--- src/rtl/lru_page_replacement_unit_assert.svh ---
// ----------------------------------------------------------------------------
// lru_page_replacement_unit_assert
// Assertion macros for the LRU page replacement unit.
// ----------------------------------------------------------------------------
// Each macro expects clk_i and rst_ni in scope.
`ifndef LRU_PAGE_REPLACEMENT_UNIT_ASSERT_SVH
`define LRU_PAGE_REPLACEMENT_UNIT_ASSERT_SVH

// Same-cycle implication, checked outside reset.
`define LRU_PR_ASSERT_NOW(lbl, ante, cons, msg) \
  lbl: assert property (@(posedge clk_i) disable iff (!rst_ni) (ante) |-> (cons)) \
    else $error(msg);

// Next-cycle implication, checked outside reset.
`define LRU_PR_ASSERT_NEXT(lbl, ante, cons, msg) \
  lbl: assert property (@(posedge clk_i) disable iff (!rst_ni) (ante) |=> (cons)) \
    else $error(msg);

`endif

--- src/rtl/lru_pr_pkg.sv ---
// ----------------------------------------------------------------------------
// lru_pr_pkg
// Shared types and fixed widths of the LRU page replacement unit.
// ----------------------------------------------------------------------------
package lru_pr_pkg;

  localparam int unsigned CFG_W       = 4;
  localparam int unsigned FAULT_W     = 16;
  localparam int unsigned FRAME_OUT_W = 3;

  // Status of one scan over the frame table
  typedef struct packed {
    logic hit;      // page found in a valid frame
    logic empty;    // empty frame found below the frame count
    logic lru_any;  // valid frame found below the frame count
  } scan_flags_t;

endpackage

--- src/rtl/lru_pr_scan.sv ---
// ----------------------------------------------------------------------------
// lru_pr_scan
// Shared compare unit: looks at one frame per step and tracks the first
// matching frame, the first empty frame and the least recently used frame.
// ----------------------------------------------------------------------------
module lru_pr_scan #(
  parameter int unsigned IDX_W     = 3,
  parameter int unsigned PAGE_BITS = 8
) (
  input  logic                     clk_i,
  input  logic                     rst_ni,
  input  logic                     start_i,
  input  logic                     step_i,
  input  logic [IDX_W-1:0]         idx_i,
  input  logic                     in_range_i,
  input  logic                     ent_valid_i,
  input  logic [PAGE_BITS-1:0]     ent_page_i,
  input  logic [IDX_W-1:0]         ent_rank_i,
  input  logic [PAGE_BITS-1:0]     page_i,
  output lru_pr_pkg::scan_flags_t  flags_o,
  output logic [IDX_W-1:0]         hit_idx_o,
  output logic [IDX_W-1:0]         hit_rank_o,
  output logic [IDX_W-1:0]         empty_idx_o,
  output logic [IDX_W-1:0]         lru_idx_o,
  output logic [IDX_W-1:0]         lru_rank_o,
  output logic [PAGE_BITS-1:0]     lru_page_o
);
  import lru_pr_pkg::*;

  scan_flags_t          flags_q;
  logic [IDX_W-1:0]     hit_idx_q, hit_rank_q, empty_idx_q, lru_idx_q, lru_rank_q;
  logic [PAGE_BITS-1:0] lru_page_q;
  logic                 match, take_hit, take_empty, take_lru;

  // The one comparator pair shared by all frames
  assign match      = ent_valid_i && (ent_page_i == page_i);
  assign take_hit   = step_i && match && !flags_q.hit;
  assign take_empty = step_i && in_range_i && !ent_valid_i && !flags_q.empty;
  assign take_lru   = step_i && in_range_i && ent_valid_i &&
                      (!flags_q.lru_any || (ent_rank_i > lru_rank_q));

  always_ff @(posedge clk_i or negedge rst_ni) begin
    if (!rst_ni) begin
      flags_q <= '0;
    end else if (start_i) begin
      flags_q <= '0;
    end else begin
      if (take_hit)   flags_q.hit     <= 1'b1;
      if (take_empty) flags_q.empty   <= 1'b1;
      if (take_lru)   flags_q.lru_any <= 1'b1;
    end
  end

  always_ff @(posedge clk_i) begin
    if (take_hit) begin
      hit_idx_q  <= idx_i;
      hit_rank_q <= ent_rank_i;
    end
    if (take_empty) begin
      empty_idx_q <= idx_i;
    end
    if (take_lru) begin
      lru_idx_q  <= idx_i;
      lru_rank_q <= ent_rank_i;
      lru_page_q <= ent_page_i;
    end
  end

  assign flags_o     = flags_q;
  assign hit_idx_o   = hit_idx_q;
  assign hit_rank_o  = hit_rank_q;
  assign empty_idx_o = empty_idx_q;
  assign lru_idx_o   = lru_idx_q;
  assign lru_rank_o  = lru_rank_q;
  assign lru_page_o  = lru_page_q;

endmodule

--- src/rtl/lru_page_replacement_unit.sv ---
// ----------------------------------------------------------------------------
// lru_page_replacement_unit
// LRU page replacement over a small frame table, one page reference per word.
// ----------------------------------------------------------------------------
// Each input word is a page reference. After the word is accepted, a single
// shared compare unit walks all FRAMES frames, one per cycle, then the update
// state changes the table and the recency ranks and loads the result register.
// The input stalls from the accepting edge until the update is done and the
// next word can be taken in the cycle after that, so a new word is not taken
// before the previous one has been through its update. A result that still
// waits in the result register holds the update state, and with it the input,
// until it is taken; a new word may be taken while the previous result waits.
// Hits make the frame most recent; a fault fills the lowest empty frame while
// fewer faults than the frame count have occurred, otherwise it replaces the
// least recently used frame below the frame count, or fills frame zero when
// no valid frame lies below it. The fault count saturates at its maximum.
// num_frames of 0 acts as 1 and values above FRAMES act as FRAMES; write it
// only while the block is idle.
module lru_page_replacement_unit #(
  parameter int unsigned FRAMES    = 8,
  parameter int unsigned PAGE_BITS = 8
) (
  input  logic                                clk_i,
  input  logic                                rst_ni,
  // configuration
  input  logic                                cfg_we_i,
  input  logic [lru_pr_pkg::CFG_W-1:0]        cfg_wdata_i,
  // reference words in
  input  logic                                in_valid_i,
  output logic                                in_stall_o,
  input  logic [PAGE_BITS-1:0]                page_i,
  // result words out
  output logic                                out_valid_o,
  input  logic                                out_stall_i,
  output logic                                hit_o,
  output logic [lru_pr_pkg::FRAME_OUT_W-1:0]  frame_o,
  output logic                                evicted_valid_o,
  output logic [PAGE_BITS-1:0]                evicted_page_o,
  output logic [lru_pr_pkg::FAULT_W-1:0]      fault_count_o
);
  import lru_pr_pkg::*;

  localparam int unsigned IDX_W = (FRAMES > 1) ? $clog2(FRAMES) : 1;
  localparam int unsigned NW    = $clog2(FRAMES + 1);
  localparam int unsigned CW    = (NW > CFG_W) ? NW : CFG_W;

  typedef enum logic [2:0] {
    ST_IDLE   = 3'b001,
    ST_SCAN   = 3'b010,
    ST_UPDATE = 3'b100
  } state_e;

  state_e state_q, state_d;

  // Frame table: pages carry no reset, valid bits and ranks do
  logic [PAGE_BITS-1:0] page_tab_q [FRAMES];
  logic [FRAMES-1:0]    valid_q;
  logic [IDX_W-1:0]     rank_q [FRAMES];

  logic [CFG_W-1:0]     num_frames_q;
  logic [FAULT_W-1:0]   faults_q, faults_nxt;
  logic [PAGE_BITS-1:0] req_page_q;
  logic [IDX_W-1:0]     cnt_q;

  logic                 in_accept, out_free, scan_step, scan_last, upd_fire;
  logic [CW-1:0]        num_ext;
  logic [NW-1:0]        n_eff;
  logic                 in_range;

  scan_flags_t          flags;
  logic [IDX_W-1:0]     hit_idx, hit_rank, empty_idx, lru_idx, lru_rank;
  logic [PAGE_BITS-1:0] lru_page;

  logic [IDX_W-1:0]     sel_idx, sel_old_rank;
  logic                 sel_new, sel_wr_page, sel_ev;

  logic                 out_valid_q, hit_q, ev_valid_q;
  logic [IDX_W-1:0]     frame_q;
  logic [PAGE_BITS-1:0] ev_page_q;
  logic [FAULT_W-1:0]   fault_out_q;

  assign in_stall_o = (state_q != ST_IDLE);
  assign in_accept  = in_valid_i && !in_stall_o;
  assign out_free   = !out_valid_q || !out_stall_i;
  assign scan_step  = (state_q == ST_SCAN);
  assign scan_last  = (cnt_q == IDX_W'(FRAMES - 1));
  assign upd_fire   = (state_q == ST_UPDATE) && out_free;

  // Clamp the frame count into 1..FRAMES
  assign num_ext = CW'(num_frames_q);
  always_comb begin
    if (num_ext == '0) begin
      n_eff = NW'(1);
    end else if (num_ext > CW'(FRAMES)) begin
      n_eff = NW'(FRAMES);
    end else begin
      n_eff = NW'(num_ext);
    end
  end

  assign in_range = (NW'(cnt_q) < n_eff);

  // Sequencer: idle, walk every frame, then the update state
  always_comb begin
    state_d = state_q;
    case (state_q)
      ST_IDLE:   if (in_accept) state_d = ST_SCAN;
      ST_SCAN:   if (scan_last) state_d = ST_UPDATE;
      ST_UPDATE: if (out_free)  state_d = ST_IDLE;
      default:   state_d = ST_IDLE;
    endcase
  end

  always_ff @(posedge clk_i or negedge rst_ni) begin
    if (!rst_ni) begin
      state_q      <= ST_IDLE;
      cnt_q        <= '0;
      num_frames_q <= CFG_W'(8);
    end else begin
      state_q <= state_d;
      if (in_accept) begin
        cnt_q <= '0;
      end else if (scan_step) begin
        cnt_q <= cnt_q + IDX_W'(1);
      end
      if (cfg_we_i) num_frames_q <= cfg_wdata_i;
    end
  end

  // Latch the referenced page for the whole walk
  always_ff @(posedge clk_i) begin
    if (in_accept) req_page_q <= page_i;
  end

  lru_pr_scan #(
    .IDX_W     (IDX_W),
    .PAGE_BITS (PAGE_BITS)
  ) u_scan (
    .clk_i       (clk_i),
    .rst_ni      (rst_ni),
    .start_i     (in_accept),
    .step_i      (scan_step),
    .idx_i       (cnt_q),
    .in_range_i  (in_range),
    .ent_valid_i (valid_q[cnt_q]),
    .ent_page_i  (page_tab_q[cnt_q]),
    .ent_rank_i  (rank_q[cnt_q]),
    .page_i      (req_page_q),
    .flags_o     (flags),
    .hit_idx_o   (hit_idx),
    .hit_rank_o  (hit_rank),
    .empty_idx_o (empty_idx),
    .lru_idx_o   (lru_idx),
    .lru_rank_o  (lru_rank),
    .lru_page_o  (lru_page)
  );

  // Pick the frame: hit, else fill while faults stay below the frame count,
  // else replace the LRU frame, else fill frame zero when none is in range
  always_comb begin
    sel_idx      = '0;
    sel_old_rank = '0;
    sel_new      = 1'b1;
    sel_wr_page  = 1'b1;
    sel_ev       = 1'b0;
    if (flags.hit) begin
      sel_idx      = hit_idx;
      sel_old_rank = hit_rank;
      sel_new      = 1'b0;
      sel_wr_page  = 1'b0;
    end else if ((faults_q < FAULT_W'(n_eff)) && flags.empty) begin
      sel_idx = empty_idx;
    end else if (flags.lru_any) begin
      sel_idx      = lru_idx;
      sel_old_rank = lru_rank;
      sel_new      = 1'b0;
      sel_ev       = 1'b1;
    end
  end

  assign faults_nxt = (!flags.hit && (faults_q != '1)) ? faults_q + FAULT_W'(1) : faults_q;

  // Table and rank update: age every valid frame more recent than the chosen
  // one (every valid frame when it is newly filled), then make it most recent
  always_ff @(posedge clk_i or negedge rst_ni) begin
    if (!rst_ni) begin
      valid_q  <= '0;
      faults_q <= '0;
      for (int i = 0; i < FRAMES; i++) rank_q[i] <= '0;
    end else if (upd_fire) begin
      faults_q <= faults_nxt;
      for (int i = 0; i < FRAMES; i++) begin
        if (IDX_W'(i) == sel_idx) begin
          rank_q[i]  <= '0;
          valid_q[i] <= 1'b1;
        end else if (valid_q[i] && (sel_new || (rank_q[i] < sel_old_rank))) begin
          rank_q[i] <= rank_q[i] + IDX_W'(1);
        end
      end
    end
  end

  always_ff @(posedge clk_i) begin
    if (upd_fire && sel_wr_page) page_tab_q[sel_idx] <= req_page_q;
  end

  // Result register
  always_ff @(posedge clk_i or negedge rst_ni) begin
    if (!rst_ni) begin
      out_valid_q <= 1'b0;
    end else if (upd_fire) begin
      out_valid_q <= 1'b1;
    end else if (!out_stall_i) begin
      out_valid_q <= 1'b0;
    end
  end

  always_ff @(posedge clk_i) begin
    if (upd_fire) begin
      hit_q       <= flags.hit;
      frame_q     <= sel_idx;
      ev_valid_q  <= sel_ev;
      ev_page_q   <= sel_ev ? lru_page : '0;
      fault_out_q <= faults_nxt;
    end
  end

  assign out_valid_o     = out_valid_q;
  assign hit_o           = hit_q;
  assign frame_o         = FRAME_OUT_W'(frame_q);
  assign evicted_valid_o = ev_valid_q;
  assign evicted_page_o  = ev_page_q;
  assign fault_count_o   = fault_out_q;

  `include "lru_page_replacement_unit_assert.svh"

  `LRU_PR_ASSERT_NEXT(a_walk_start, in_accept, state_q == ST_SCAN && cnt_q == '0, "bad walk start")
  `LRU_PR_ASSERT_NOW(a_result_src, $rose(out_valid_o), $past(state_q == ST_UPDATE), "no update")
  `LRU_PR_ASSERT_NEXT(a_faults_mono, 1'b1, faults_q >= $past(faults_q), "fault count went back")
  `LRU_PR_ASSERT_NOW(a_fault_cnt, out_valid_o && !hit_o, fault_count_o != '0, "fault not counted")

endmodule

--- config.mk ---
export PLATFORM = sky130hd
export DESIGN_NAME = lru_page_replacement_unit
export DESIGN_NICKNAME = d
export VERILOG_FILES = /design/src/rtl/lru_pr_pkg.sv /design/src/rtl/lru_pr_scan.sv /design/src/rtl/lru_page_replacement_unit.sv
export VERILOG_INCLUDE_DIRS = /design/src /design/src/rtl
export SDC_FILE = /design/constraint.sdc
export NUM_CORES = 1
export LEC_CHECK = 0
export ABC_AREA = 1
export ABC_CLOCK_PERIOD_IN_PS = 3890
export BUFFER_PORTS_ARGS = -buffer_cell sky130_fd_sc_hd__buf_2
export CELL_PAD_IN_SITES_DETAIL_PLACEMENT = 1
export CELL_PAD_IN_SITES_GLOBAL_PLACEMENT = 1
export CORE_UTILIZATION = 48
export CTS_CLUSTER_SIZE = 10
export DETAILED_ROUTE_END_ITERATION = 10
export PLACE_DENSITY = 0.8
export SYNTH_ARGS = -nofsm -noshare
export SYNTH_HDL_FRONTEND = slang
export SYNTH_SLANG_ARGS = --single-unit
--- constraint.sdc ---
create_clock -name clk_i -period 3.89 [get_ports clk_i]
set_input_delay 0.5835 -clock clk_i [delete_from_list [all_inputs] [get_ports clk_i]]
set_output_delay 0.5835 -clock clk_i [all_outputs]
set_load 0.1 [all_outputs]
# Word level (Yosys, flattened, before mapping)
# Memories as Yosys holds them, arrays and structs flattened.
# Cells that the tools add are included.
# op_classes
add_sub_neg,10
n_bitwise,1
n_mux,51
order_cmp,14
eq_ne,18
reduce_logical,69
# op_table
cell,n
2-to-1 mux 3 bit,30
AND reduction 2 bit,16
"adder 3 x 1 -> 3 bit, second input constant",9
< comparator 3 bit,8
nonzero test 2 bit,12
logical AND 1 bit,21
"adder 16 x 1 -> 16 bit, second input constant",1
< comparator 16 x 4 -> 1 bit,1
2-to-1 mux 16 bit,1
"!= test 16 bit, second input constant",1
2-to-1 mux 1 bit,15
"== test 3 bit, first input constant",4
logical OR 1 bit,10
binary-select mux 3 bit (select 3 bit),1
case mux 3 bit (3 select lines),1
== test 8 bit,1
2-to-1 mux 4 bit,2
logical NOT 1 bit,7
"== test 2 x 3 -> 1 bit, first input constant",2
"== test 3 bit, second input constant",2
"!= test 2 bit, second input constant",3
">= comparator 4 bit, second input constant",1
"greater-than comparator 4 bit, second input constant",1
logical NOT 4 bit,1
12 further kinds,12
# word_totals
output_inout_bits,31
ram_bits,64
memories,1
word_cells,200
regBits,122
# memory_table
name,depth,word_bits,rd,rd_ports_with_merged_regs,write_ports,line_no,rtl
page_tab_q,8,8,1,0,1,lru_page_replacement_unit.sv:56,logic [PAGE_BITS-1:0] page_tab_q [FRAMES];

# Depth between registers and ports, before layout
# logic_depth
ltp_word,12
depth_mapped,18
mapped_depth_nobuf,18

# Cells and area by module
# From an unflattened synthesis, not the netlist that was laid out.
# unflattened
cells_unflattened,946
hier_area_um2,8998.6
# by_module_without_submodules
module,seq_area_each_um2,n_inst,area_per_inst_um2,cells_each
lru_page_replacement_unit,4511.8,1,7880.1,848
lru_pr_scan,765.7,1,1118.6,98

# Least setup slack after synthesis
# No wires, ideal clock.
# synth_timing
path_kind,register to register
from,register cnt_q[0]
to,"register u_scan.lru_idx_q[0], in the netlist u_scan.lru_idx_o[0] (enable)"
path_stages_with_launch,13
setup_slack_ns,0.707
path_buffers,3
required_ns,3.506
arrival_ns,2.799
path_cell_list,dfrtp_1 -> buf_2 -> inv_2 -> clkbuf_1 -> clkbuf_1 -> a21oi_1 -> a221oi_1 -> a31oi_1 -> ha_1 -> nand2_1 -> o21ai_0 -> a21oi_1 -> nor2_1
# synth_between
elab_chain_cells,7
elab_cells_between_ends,12
# synth_lines
element,line_no,rtl
start: declaration,lru_page_replacement_unit.sv:63,logic [IDX_W-1:0] cnt_q;
start signal: assignment,lru_page_replacement_unit.sv:124,cnt_q <= cnt_q + IDX_W'(1);
NOT 3 -> 4 bit (not written as such),lru_page_replacement_unit.sv:147,".ent_rank_i (rank_q[cnt_q]),"
binary-select mux 3 bit (select 3 bit),lru_page_replacement_unit.sv:147,
2-to-1 mux 3 bit (not written as such) (2 in series),lru_page_replacement_unit.sv:147,
via u_scan.ent_rank_i[2],lru_pr_scan.sv:18,"input logic [IDX_W-1:0] ent_rank_i,"
greater-than comparator 3 bit,lru_pr_scan.sv:40,(!flags_q.lru_any || (ent_rank_i > lru_rank_q));
logical OR 1 bit,lru_pr_scan.sv:40,
logical AND 1 bit,lru_pr_scan.sv:39,assign take_lru = step_i && in_range_i && ent_valid_i &&
via u_scan.take_lru,lru_pr_scan.sv:33,"logic match, take_hit, take_empty, take_lru;"
end signal: assignment,lru_pr_scan.sv:63,lru_idx_q <= idx_i;
end: declaration,lru_pr_scan.sv:31,"logic [IDX_W-1:0] hit_idx_q, hit_rank_q, empty_idx_q, lru_idx_q, lru_rank_q;"
# The timed path passes the listed nets, and every way through them passes these cells. The select of a mux whose other input is x is not followed.
# A chain may end at the register's enable or synchronous reset.

# Worst setup path in the final report
# layout_timing
from,"register num_frames_q[3], in the netlist num_ext[3]"
to,memory page_tab_q[1][5] (enable)
# layout_between
elab_chain_cells,7
elab_cells_between_ends,8
# layout_lines
element,line_no,rtl
start: declaration,lru_page_replacement_unit.sv:60,logic [CFG_W-1:0] num_frames_q;
start signal: assignment,lru_page_replacement_unit.sv:126,if (cfg_we_i) num_frames_q <= cfg_wdata_i;
greater-than comparator 4 bit,lru_page_replacement_unit.sv:94,end else if (num_ext > CW'(FRAMES)) begin
2-to-1 mux 4 bit,lru_page_replacement_unit.sv:94,
2-to-1 mux 4 bit (*),lru_page_replacement_unit.sv:92,if (num_ext == '0) begin
< comparator 16 x 4 -> 1 bit (*),lru_page_replacement_unit.sv:171,end else if ((faults_q < FAULT_W'(n_eff)) && flags.empty) begin
logical AND 1 bit (*),lru_page_replacement_unit.sv:171,
2-to-1 mux 3 bit (*),lru_page_replacement_unit.sv:171,
2-to-1 mux 3 bit (*),lru_page_replacement_unit.sv:166,if (flags.hit) begin
end: declaration,lru_page_replacement_unit.sv:56,
# Mark *: on every way between the ends. The rest lies on a longest branch, timed or not.

==> summary.md <==
| Metric | Value |
|---|---|
| Result of the run | finished clean |
| Uppermost signal routing layer after detailed routing | met4 |
| Number of antenna violations at the first check in global routing | 1 |
| Average size of a mapped cell | 9.72 um2 |
| Post-route ant nets | 0 |
| Total length of routed wires | 22900 um |
| Arrival time of data at the critical path endpoint | 3.49 ns |
| Synth warnings | 0 |
| Leakage power summed over all cells | 4.48 nW |
| Starting density of the core | 0.490 |
| Largest area contributor in the synthesized netlist | sky130_fd_sc_hd__edfxtp_1 |
| Total of buffers placed on input and output ports | 47 |
| Critical path type | register to register |
| Worst Hold Class | input port to async pin |
| Biggest fanout along the worst timing path | 12 |
| WL met3 | 1080 um |
| Cell mode on critical path | sky130_fd_sc_hd__nand3_2 |
| Sequential fraction of the synthesis area | 0.600 |
| Number of gates given a new drive strength after cts | 0 |
| Vias in the first global route | 6915 |
| R2r endpoint | page_tab_q[1][5] |
| TritonRoute pass-1 iters | 5 |
| Worst-case clock skew | 0.00825 ns |
| Delay of the slowest cell on the worst path | 0.59 ns |
| Count of final hold-check violations | 0 |
| Clock tree from TritonCTS | done |
| Final setup violation count | 0 |
| Global route overflow | 0 |
| Row cnt | 49 |
| Reg2Reg Depth | 13 |
| GRT Util Overall | 0.263 |
| Sort of element at the start of the critical path | register |
| # Post-CTS Setup Buffers | 0 |
| Maximum number of pins on one net before global-route repair | 43 |
| Post-route fraction of the period consumed by the critical path | 0.880 |
| Total power of the final layout | 6.74 mW |
| Post-synth design cell area | 8790 um2 |
| Final-stage net count | 998 |
| Master cell of the clock root buffer | sky130_fd_sc_hd__clkbuf_16 |
| Post-layout min period | 3.42 ns |
| Flop-to-flop setup slack | 0.47 ns |
| Hold bufs inserted after CTS | 0 |
| Power per Cell Area | 678 nW/um2 |
| Critical path capture point | page_tab_q[1][5] |
| Proportion of netlist area held by the largest area contributor | 0.423 |
| Slew at the pin closest to its max-slew limit | 1.02 ns |
| Pins over their slew limit | 0 |
| Hpwl dp | 16000 um |
| Worst path required time | 3.96 ns |
| Total clock sinks | 186 |
| Startpoint of the worst register-to-register path | num_ext[3] |
| Cell with the biggest individual delay on the critical path | sky130_fd_sc_hd__nor2_1 |
| Max_cap viols | 0 |
| Synth cell types | 38 |
| CTS HTree Levels | 4 |
| Crit. End Element | register |
| Share of final-layout standard cells stronger than drive strength 1 | 0.130 |
| Post-synth top flop | sky130_fd_sc_hd__edfxtp_1 |
| Crit path launch | num_ext[3] |
| Top Ports | 48 |
| TritonCTS buffer count | 17 |
| Utilization after layout | 0.553 |
| #FFs+latches synth | 186 |
| Clock tree buffer depth | 2 |
| Core box area | 18000 um2 |
| Wire length on met2 | 11200 um |
| Maximum achievable frequency | 292 MHz |
| Area contributors post-synth | sky130_fd_sc_hd__edfxtp_1, sky130_fd_sc_hd__dfrtp_1, sky130_fd_sc_hd__nand2_1 |
| Share of synthesized flip-flops with an asynchronous set or reset | 0.333 |
| Total Die Area | 18900 um2 |
| Post-Syn Nets | 941 |
| DRC | 0 |
| Clock Pin Slew Worst Setup and Hold Paths | 0.07 ns |
| DR WL/cell | 19.0 um |
| Worst IR drop on VDD | 0.448 mV |
| First-pass GRT wire length | 36700 um |
| Final RePlAce weighted congestion | 0.862 |
| Synth Instances | 905 |
| 1st-iter DRT viols | 435 |
| CP cell instances | inv_2, ha_1, nand2_1, nand4_1, nor3_2, nand2_2, nand3_2, inv_1, nand2_1, nand3_2, nor2_4, nand3_2, nor2_1 |
| Die extent in y | 137 um |
| Detailed-route via count | 6672 |
| Chip width | 137 um |
| Worst slew margin | 0.320 |
| Unrepaired setup endpoints after global routing | false |
| Number of enable flip-flop cells after synthesis | 124 |
| Met1 routed wirelength after detailed routing | 10100 um |
| Setup_tns | 0 ns |
| Area growth from synthesis to layout | 12.9% |
| Vias per cell | 5.54 |
| Clock Latency Late Sink | 0.44 ns |
stage by stage:
| stage | cells | cell area [um2] | setup slack (ns) | hold WS, ns |
|---|---|---|---|---|
| final | 1205 | 9930 | 0.467 | 0.315 |
| after global routing | 1204 | 9930 | 0.205 | 0.302 |
| after CTS | 1204 | 9930 | 0.431 | 0.302 |
| after detailed placement | 1172 | 9330 | 0.490 | 0.459 |
| after global placement | 1172 | 9330 | 0.629 | 0.451 |
| after floorplan | 905 | 8790 | 0.707 | 0.288 |
cells in the final DEF, fill, tap and decap left out, types with 16 or more instances in the layout:
| cell type | netlist | layout |
|---|---|---|
| sky130_fd_sc_hd__o21ai_0 | 72 | 72 |
| sky130_fd_sc_hd__inv_1 | 107 | 106 |
| sky130_fd_sc_hd__buf_2 | 5 | 47 |
| sky130_fd_sc_hd__nand2_1 | 220 | 220 |
| sky130_fd_sc_hd__a21oi_1 | 28 | 28 |
| sky130_fd_sc_hd__xor2_1 | 24 | 24 |
| sky130_fd_sc_hd__clkbuf_16 | 0 | 17 |
| sky130_fd_sc_hd__edfxtp_1 | 124 | 124 |
| sky130_fd_sc_hd__dfrtp_1 | 60 | 60 |
| sky130_fd_sc_hd__ha_1 | 19 | 19 |
| sky130_fd_sc_hd__nor2_1 | 80 | 80 |
| sky130_fd_sc_hd__nand3_1 | 58 | 58 |
| sky130_fd_sc_hd__buf_4 | 1 | 16 |
| sky130_fd_sc_hd__nand4_1 | 25 | 25 |
sequential cells by signal, indices dropped and copies added, names as in the netlist:
signal              flops
cnt_q                   3
evicted_page_o          8
evicted_valid_o         1
fault_count_o          16
faults_q               16
frame_o                 3
hit_o                   1
num_ext                 4
out_valid_o             1
page_tab_q             64
rank_q                 24
req_page_q              8
state_q                 3
u_scan.empty_idx_o      3
u_scan.flags_o          3
u_scan.hit_idx_o        3
u_scan.hit_rank_o       3
u_scan.lru_idx_o        3
u_scan.lru_page_o       8
u_scan.lru_rank_o       3
valid_q                 8
layer usage:
metal  global-route usage  vias up
met2                0.436      167
li1                     -     3160
met5                    0        -
met3               0.0570       26
met4                0.103        0
met1                0.336     3319
worst max-delay path: cells and delay by family, from the launching register on:
kind	cells	cell delay, ns
AND/OR/NAND/NOR	10	2.07
adder cells (fa/ha/maj)	1	0.29
flip-flops	1	0.53
buffers and inverters	2	0.16
synthesized netlist by cell type, types with 3 or more instances:
master                     count
sky130_fd_sc_hd__nand4_2       4
sky130_fd_sc_hd__nor2_2        4
sky130_fd_sc_hd__o211ai_1      3
sky130_fd_sc_hd__nand4_1      25
sky130_fd_sc_hd__a31oi_1       3
sky130_fd_sc_hd__edfxtp_1    124
sky130_fd_sc_hd__a21oi_1      28
sky130_fd_sc_hd__xor2_1       24
sky130_fd_sc_hd__ha_1         19
sky130_fd_sc_hd__dfrtp_1      60
sky130_fd_sc_hd__nand3_2       5
sky130_fd_sc_hd__nand2_1     220
sky130_fd_sc_hd__o21ai_0      72
sky130_fd_sc_hd__nor3_1        6
sky130_fd_sc_hd__o22ai_1      11
sky130_fd_sc_hd__buf_2         5
sky130_fd_sc_hd__clkbuf_1     16
sky130_fd_sc_hd__inv_2         4
sky130_fd_sc_hd__nor2_1       80
sky130_fd_sc_hd__nand3_1      58
sky130_fd_sc_hd__inv_1       107
where the power goes:
group | switching (mW) | total, mW | internal, mW
Sequential | 0.334 | 2.88 | 2.55
Combinational | 1.47 | 2.05 | 0.588
Clock | 0.827 | 1.80 | 0.974
area by class of cell:
cell class | instances | area, um2
tap | 229 | 287
clock buffer | 17 | 425
sequential | 186 | 5280
fill | 2011 | 8030
timing repair buffer | 63 | 355
inverter | 113 | 434
antenna | 1 | 2.50
clock inverter | 15 | 178
multi-input combinational | 581 | 2970
worst min path at each step:
stage                        end  slack [ns]  depth (start not counted)
6_report       u_scan.flags_o[1]        0.32                          1
3_5_place_dp          valid_q[0]        0.46                          2
4_1_cts            req_page_q[6]        0.30                          1
2_1_floorplan           cnt_q[0]        0.29                          0
5_1_grt            req_page_q[1]        0.30                          1
3_3_place_gp          valid_q[0]        0.45                          2
kinds of logic after synthesis:
kind of cell | share of synthesized area
muxes | 0.00256
xor gates and xnor gates | 0.0249
AOI/OAI and AO/OA | 0.0773
adders and majority gates | 0.0270
buffers and inverters | 0.0620
and+or+nand+nor | 0.206
DFF | 0.600
Power figures use the tool's default switching activity.
